### src/rtl/dwca_pkg.sv
package dwca_pkg;

  localparam int ENTRY_REGS = 4;
  localparam int ENTRY_W    = 20;
  localparam int ROWS_W     = 11;
  localparam int WIN_W      = 10;
  localparam int STEPC_W    = 3;
  localparam int CFG_IDX_W  = 3;
  localparam int CFG_DATA_W = ENTRY_W;
  localparam int LC_W       = 32;
  localparam int WEIGHT_W   = 16;
  localparam int OFS_W      = 2;
  localparam int PROD_W     = LC_W + WEIGHT_W;
  localparam int FRAC_SHIFT = 12;
  localparam int SCALED_W   = PROD_W - FRAC_SHIFT;
  localparam int COST_W     = 48;
  localparam int COL_W      = 16;
  localparam int ROWIDX_W   = 10;
  localparam int STEPT_W    = 3;
  localparam int DIFF_W     = COL_W + 1;

  localparam logic [COST_W-1:0] COST_ALL_ONES = '1;
  localparam logic [COL_W-1:0]  COL_MAX       = '1;

  localparam logic [ROWS_W-1:0]  RST_ROWS_IN_USE   = 11'd1024;
  localparam logic [WIN_W-1:0]   RST_WINDOW_SIZE   = 10'd0;
  localparam logic               RST_WINDOW_ENABLE = 1'b0;
  localparam logic [STEPC_W-1:0] RST_STEP_COUNT    = 3'd3;
  localparam logic [ENTRY_W-1:0] RST_STEP_ENTRY_0  = 20'd65541;
  localparam logic [ENTRY_W-1:0] RST_STEP_ENTRY_1  = 20'd65537;
  localparam logic [ENTRY_W-1:0] RST_STEP_ENTRY_2  = 20'd65540;
  localparam logic [ENTRY_W-1:0] RST_STEP_ENTRY_3  = 20'd0;

  typedef enum logic [CFG_IDX_W-1:0] {
    REG_ROWS_IN_USE   = 3'd0,
    REG_WINDOW_SIZE   = 3'd1,
    REG_WINDOW_ENABLE = 3'd2,
    REG_STEP_COUNT    = 3'd3,
    REG_STEP_ENTRY_0  = 3'd4,
    REG_STEP_ENTRY_1  = 3'd5,
    REG_STEP_ENTRY_2  = 3'd6,
    REG_STEP_ENTRY_3  = 3'd7
  } cfg_reg_e;

  typedef struct packed {
    logic [ROWS_W-1:0]                      rows_in_use;
    logic [WIN_W-1:0]                       window_size;
    logic                                   window_enable;
    logic [STEPC_W-1:0]                     step_count;
    logic [ENTRY_REGS-1:0][ENTRY_W-1:0]     step_entry;
  } cfg_t;

endpackage

### src/rtl/dwca_cfg_regs.sv
module dwca_cfg_regs (
  input  logic                               clk_i,
  input  logic                               rst_ni,
  input  logic                               cfg_we_i,
  input  logic [dwca_pkg::CFG_IDX_W-1:0]     cfg_index_i,
  input  logic [dwca_pkg::CFG_DATA_W-1:0]    cfg_wdata_i,
  output dwca_pkg::cfg_t                     cfg_o
);

  dwca_pkg::cfg_t cfg_q;

  always_ff @(posedge clk_i or negedge rst_ni) begin
    if (!rst_ni) begin
      cfg_q.rows_in_use   <= dwca_pkg::RST_ROWS_IN_USE;
      cfg_q.window_size   <= dwca_pkg::RST_WINDOW_SIZE;
      cfg_q.window_enable <= dwca_pkg::RST_WINDOW_ENABLE;
      cfg_q.step_count    <= dwca_pkg::RST_STEP_COUNT;
      cfg_q.step_entry[0] <= dwca_pkg::RST_STEP_ENTRY_0;
      cfg_q.step_entry[1] <= dwca_pkg::RST_STEP_ENTRY_1;
      cfg_q.step_entry[2] <= dwca_pkg::RST_STEP_ENTRY_2;
      cfg_q.step_entry[3] <= dwca_pkg::RST_STEP_ENTRY_3;
    end else if (cfg_we_i) begin
      unique case (dwca_pkg::cfg_reg_e'(cfg_index_i))
        dwca_pkg::REG_ROWS_IN_USE: begin
          cfg_q.rows_in_use <= cfg_wdata_i[dwca_pkg::ROWS_W-1:0];
        end
        dwca_pkg::REG_WINDOW_SIZE: begin
          cfg_q.window_size <= cfg_wdata_i[dwca_pkg::WIN_W-1:0];
        end
        dwca_pkg::REG_WINDOW_ENABLE: begin
          cfg_q.window_enable <= cfg_wdata_i[0];
        end
        dwca_pkg::REG_STEP_COUNT: begin
          cfg_q.step_count <= cfg_wdata_i[dwca_pkg::STEPC_W-1:0];
        end
        dwca_pkg::REG_STEP_ENTRY_0: begin
          cfg_q.step_entry[0] <= cfg_wdata_i;
        end
        dwca_pkg::REG_STEP_ENTRY_1: begin
          cfg_q.step_entry[1] <= cfg_wdata_i;
        end
        dwca_pkg::REG_STEP_ENTRY_2: begin
          cfg_q.step_entry[2] <= cfg_wdata_i;
        end
        dwca_pkg::REG_STEP_ENTRY_3: begin
          cfg_q.step_entry[3] <= cfg_wdata_i;
        end
        default: begin
          cfg_q <= cfg_q;
        end
      endcase
    end
  end

  assign cfg_o = cfg_q;

endmodule

### config.mk
export PLATFORM = sky130hd
export DESIGN_NAME = dwca_cfg_regs
export DESIGN_NICKNAME = d
export VERILOG_FILES = /design/src/rtl/dwca_pkg.sv /design/src/rtl/dwca_cfg_regs.sv
export SDC_FILE = /design/constraint.sdc
export NUM_CORES = 1
export LEC_CHECK = 0
export ABC_AREA = 0
export BUFFER_PORTS_ARGS = -buffer_cell sky130_fd_sc_hd__buf_2
export CORE_UTILIZATION = 45
export DETAILED_ROUTE_END_ITERATION = 12
export PLACE_DENSITY = 0.75
export SLEW_MARGIN = 20
export SYNTH_ARGS = -nofsm -noshare
export SYNTH_HDL_FRONTEND = slang
export SYNTH_SLANG_ARGS = --single-unit
### constraint.sdc
create_clock -name clk_i -period 0.8 [get_ports clk_i]
set_input_delay 0.12 -clock clk_i [delete_from_list [all_inputs] [get_ports clk_i]]
set_output_delay 0.12 -clock clk_i [all_outputs]
set_load 0.05 [all_outputs]
# After elaboration in Yosys (flattened, before gate mapping)
# Cells that the tools add are included.
[op_classes]
n_reduce_logical = 9
n_eq_ne = 7
[op_table]
columns = ["operator", "n"]
rows = [
  ["2-bit AND reduction", 8],
  ["3-bit == test, second input constant", 4],
  ["3-bit by 2-bit == test with 1-bit output, second input constant", 2],
  ["3-bit by 1-bit == test with 1-bit output, second input constant", 1],
  ["3-bit zero test", 1],
]
[word_totals]
ff_bits = 105
output_inout_bits = 105

# Logic depth before layout (Yosys ltp)
[depth]
ltp_word = 2
ltp_mapped = 3
depth_no_buf = 2

# Least setup slack after synthesis
# OpenSTA, ideal clock, no wires.
[synth_timing]
path_kind = "input to register"
start = "input cfg_index_i[0] in the netlist's numbering"
end = "register cfg_q (netlist bit cfg_o[100])"
arrival_ps = 956
slack_ps = -281
setup_ps = 125
required_ps = 675
path_buffers = 1
stages = 3
path_cell_list = "nor4b_2 buf_4 mux2_2"
[synth_via]
elab_chain_len = 2
[synth_rtl]
columns = ["element", "line_no", "source"]
rows = [
  ["from (decl)", "dwca_cfg_regs.sv:5", "input logic [dwca_pkg::CFG_IDX_W-1:0] cfg_index_i,"],
  ["3-bit zero test", "dwca_cfg_regs.sv:23", "unique case (dwca_pkg::cfg_reg_e'(cfg_index_i))"],
  ["2-bit AND reduction (no line)", "--", ""],
  ["to (signal assigned)", "dwca_cfg_regs.sv:49", "cfg_q <= cfg_q;"],
  ["to (decl)", "dwca_cfg_regs.sv:10", "dwca_pkg::cfg_t cfg_q;"],
]
# No other way between the ends.
# A chain may end at the register's enable or synchronous reset.

# Worst setup path in the final report
[layout_timing]
start = "register cfg_q (netlist bit cfg_o[20])"
end = "output cfg_o[20] in the netlist's numbering"
[layout_lines]
columns = ["element", "line_no", "source"]
rows = [
  ["to (decl)", "dwca_cfg_regs.sv:7", "output dwca_pkg::cfg_t cfg_o"],
]
# No word-level cell between the ends.

==> run_results.csv <==
group,metric,value,unit
layout,final_area,7042,um2
routing,antenna_left,0,
place,post_dp_cell_area,5294,um2
sta,report.final.hold_viol_count,0,
clocking,cts.htree.levels,3,
critical_path,critPathTopFamily,"flip-flops",
critical_path,max_stage_delay,570,ps
routing,first_pass_iters,4,
clocking,clkTransAtPathRegs,100,ps
sta,fin_crit_sh,150.2,%
sta,period_needed,1201,ps
grt,antenna_found_initial,0,
routing,drc_errors,0,
clocking,cts_made_buffers,9,
layout,area_delta_synth_final,77.37,%
sta,worst_slack,-401.5,ps
yosys,netlist_instances,228,
routing,vias,2769,
floorplan,fp.dieW,95.93,um
floorplan,die_h,95.93,um
layout,finalNonFillerCells,545,
layout,fillers,392,
status,violations,"negative setup slack",
place,dp_hpwl,6453,um
status,status,"finished with violations",
pwr,switchingPower,8.658,mW
layout,final_cell_mix,"152 x buf_6, 102 x mux2_4, 77 x dfrtp_2",
routing,wire_per_inst,22.38,um
yosys,ys_ff_latch,105,
pwr,p_seq_share,36.4,%
sta,rsz0062_at_grt,"yes",
critical_path,crit_fanout,2,
pwr,vdd_drop_max,1.703,mV
layout,drive_above_1_share,94.09,%
grt,grt_max_degree,44,
floorplan,initial_core_util,47.37,%
sta,skew,0,ps
critical_path,worstSetupEndpointType,"primary output",
yosys,ys_seq_area_share,66.50,%
pwr,p_int,12.83,mW
sta,worstMarginPinSlew,261.2,ps
routing,routed_via_density,5.081,
yosys,synth_nets,254,
sta,final.setup.tns,-36530,ps
sta,relSlewSlack,82.50,%
critical_path,cp.required,680,ps
sta,setup_viol,192,
layout,largest_reg_flops,105,
routing,wl,12200,um
grt,grt_pass1_vias,3059,
floorplan,num_rows,33,
clocking,clock-sinks,105,
grt,grt_pass1_wl,17600,um
yosys,postSynthAreaPerCell,17.41,um2
place,dpl.cell_count,469,
critical_path,worstSetupPathType,"reg2out",
pwr,switching_share,40.28,%
critical_path,slowest_stage,"dfstp_2",
grt,overflow,0,
job,maxCapViolCount,0,
clocking,cts_max_path_buffers,2,
routing,drtIter0Drc,88,
grt,grt_util_all_layers,26.77,%
floorplan,die-area,9202,um2
pwr,power.density,3052,nW/um2
pwr,p_leak,3.387,nW
clocking,clk_latency,350,ps
layout,mostFrequentLayoutCell,"buf_6",
critical_path,cp-start-kind,"flip-flop",
clocking,clock-root-buffer,"clkbuf_8",
layout,fin_nets,461,
pwr,p_clk_share,13.7,%
sta,fmax,832.3,MHz
pwr,power_frac_comb,49.9,%
place,place_ws,-482.1,ps
floorplan,core-area,8382,um2
sta,slew_violations,0,
sta,timing.hold.ws,36.95,ps
hold_path,hold_path_class,"in2reg",
clocking,tritoncts,"done",
place,routabilityCongestion,0.7201,
yosys,yosys.cell_types.count,11,
yosys,syn-cell-area,3970,um2
layout,antenna_cells,0,
place,port_buffers,130,
yosys,synth_warnings,0,
floorplan,ios,131,
critical_path,cp.arrival,1080,ps
critical_path,worstPathCellList,"buf_8",
critical_path,timing.critical_path.buf_inv,1,
==> power by group through the flow <==
stage | combinational, mW | sequential (mW) | clock, mW
finish | 10.7 | 7.81 | 2.95
global route | 11.1 | 7.94 | 3.24
CTS | 10.3 | 7.70 | 2.94
detailed placement | 7.71 | 7.44 | 0
global placement | 7.60 | 7.40 | 0
floorplan | 1.65 | 11.6 | 0
==> stage by stage <==
stage	utilization (%)	total power [mW]
after floorplan	-	13.29
after global placement	63.16	15.00
after detailed placement	63.16	15.15
after CTS	82.39	20.96
after global routing	84.01	22.28
final	84.01	21.49
==> path summary, 6_finish.rpt <==
path                       slack, ps                  start  cells after the start                     end
max                             -400  cfg_o[20]$_DFFE_PN1P_                      1               cfg_o[20]
min                               40        cfg_wdata_i[19]                      2   cfg_o[19]$_DFFE_PN0P_
max reg2reg                     -170  cfg_o[13]$_DFFE_PN0P_                      2   cfg_o[13]$_DFFE_PN0P_
min reg2reg                      540  cfg_o[76]$_DFFE_PN0P_                      1   cfg_o[76]$_DFFE_PN0P_
max in group asynchronous        180                 rst_ni                      3   cfg_o[42]$_DFFE_PN1P_
min in group asynchronous         90                 rst_ni                      2  cfg_o[100]$_DFFE_PN0P_
==> cell type report <==
| cell class | instances | area (um2) | area share [%] |
|---|---|---|---|
| multi-input cells | 113 | 1679 | 23.85 |
| clock inverters | 4 | 30.03 | 0.4264 |
| repair buffers | 206 | 2330 | 33.08 |
| flip-flops and latches | 105 | 2736 | 38.86 |
| clock buffers | 12 | 135.1 | 1.919 |
| well taps | 105 | 131.4 | 1.866 |
==> logic make-up (layout without fill, tap and decap cells) <==
| logic type | after synthesis | count (layout) | synth area share (%) |
|---|---|---|---|
| multiplexers | 105 | 105 | 29.78 |
| buffers and inverters | 10 | 222 | 1.639 |
| flip-flops | 105 | 105 | 66.50 |
| AND/OR/NAND/NOR | 8 | 8 | 2.080 |
==> cell usage after synthesis, drive strengths merged <==
| library cell | instances | area share [%] |
|---|---|---|
| mux2 | 105 | 30 |
| dfrtp | 95 | 60 |
| buf | 10 | 1.6 |
| dfstp | 10 | 6.6 |
| nand4b | 3 | 0.66 |
| and4bb | 2 | 0.63 |
| nand4 | 1 | 0.16 |
| nor4b | 1 | 0.38 |
| nor4bb | 1 | 0.25 |
==> what timing repair did <==
| item | in CTS | in global routing |
|---|---|---|
| hold buffers | 1 | 0 |
| setup buffers | 44 | 35 |
| gates cloned | 6 | 0 |
| setup endpoints to repair | 180 | 203 |
| endpoints found under the hold margin | 96 | 0 |
| pin swaps | 3 | 1 |
| gates resized for setup | 300 | 43 |
==> layer usage <==
layer | vias up | GRT usage (%) | part of all wire (%)
met2 | 92 | 45.65 | 53
met5 | - | 0 | 0
met1 | 1450 | 34.81 | 41
met4 | 0 | 8.831 | 1.0
met3 | 10 | 4.502 | 4.6
li1 | 1217 | - | -
Note: power is estimated with default switching activity, not from simulation.
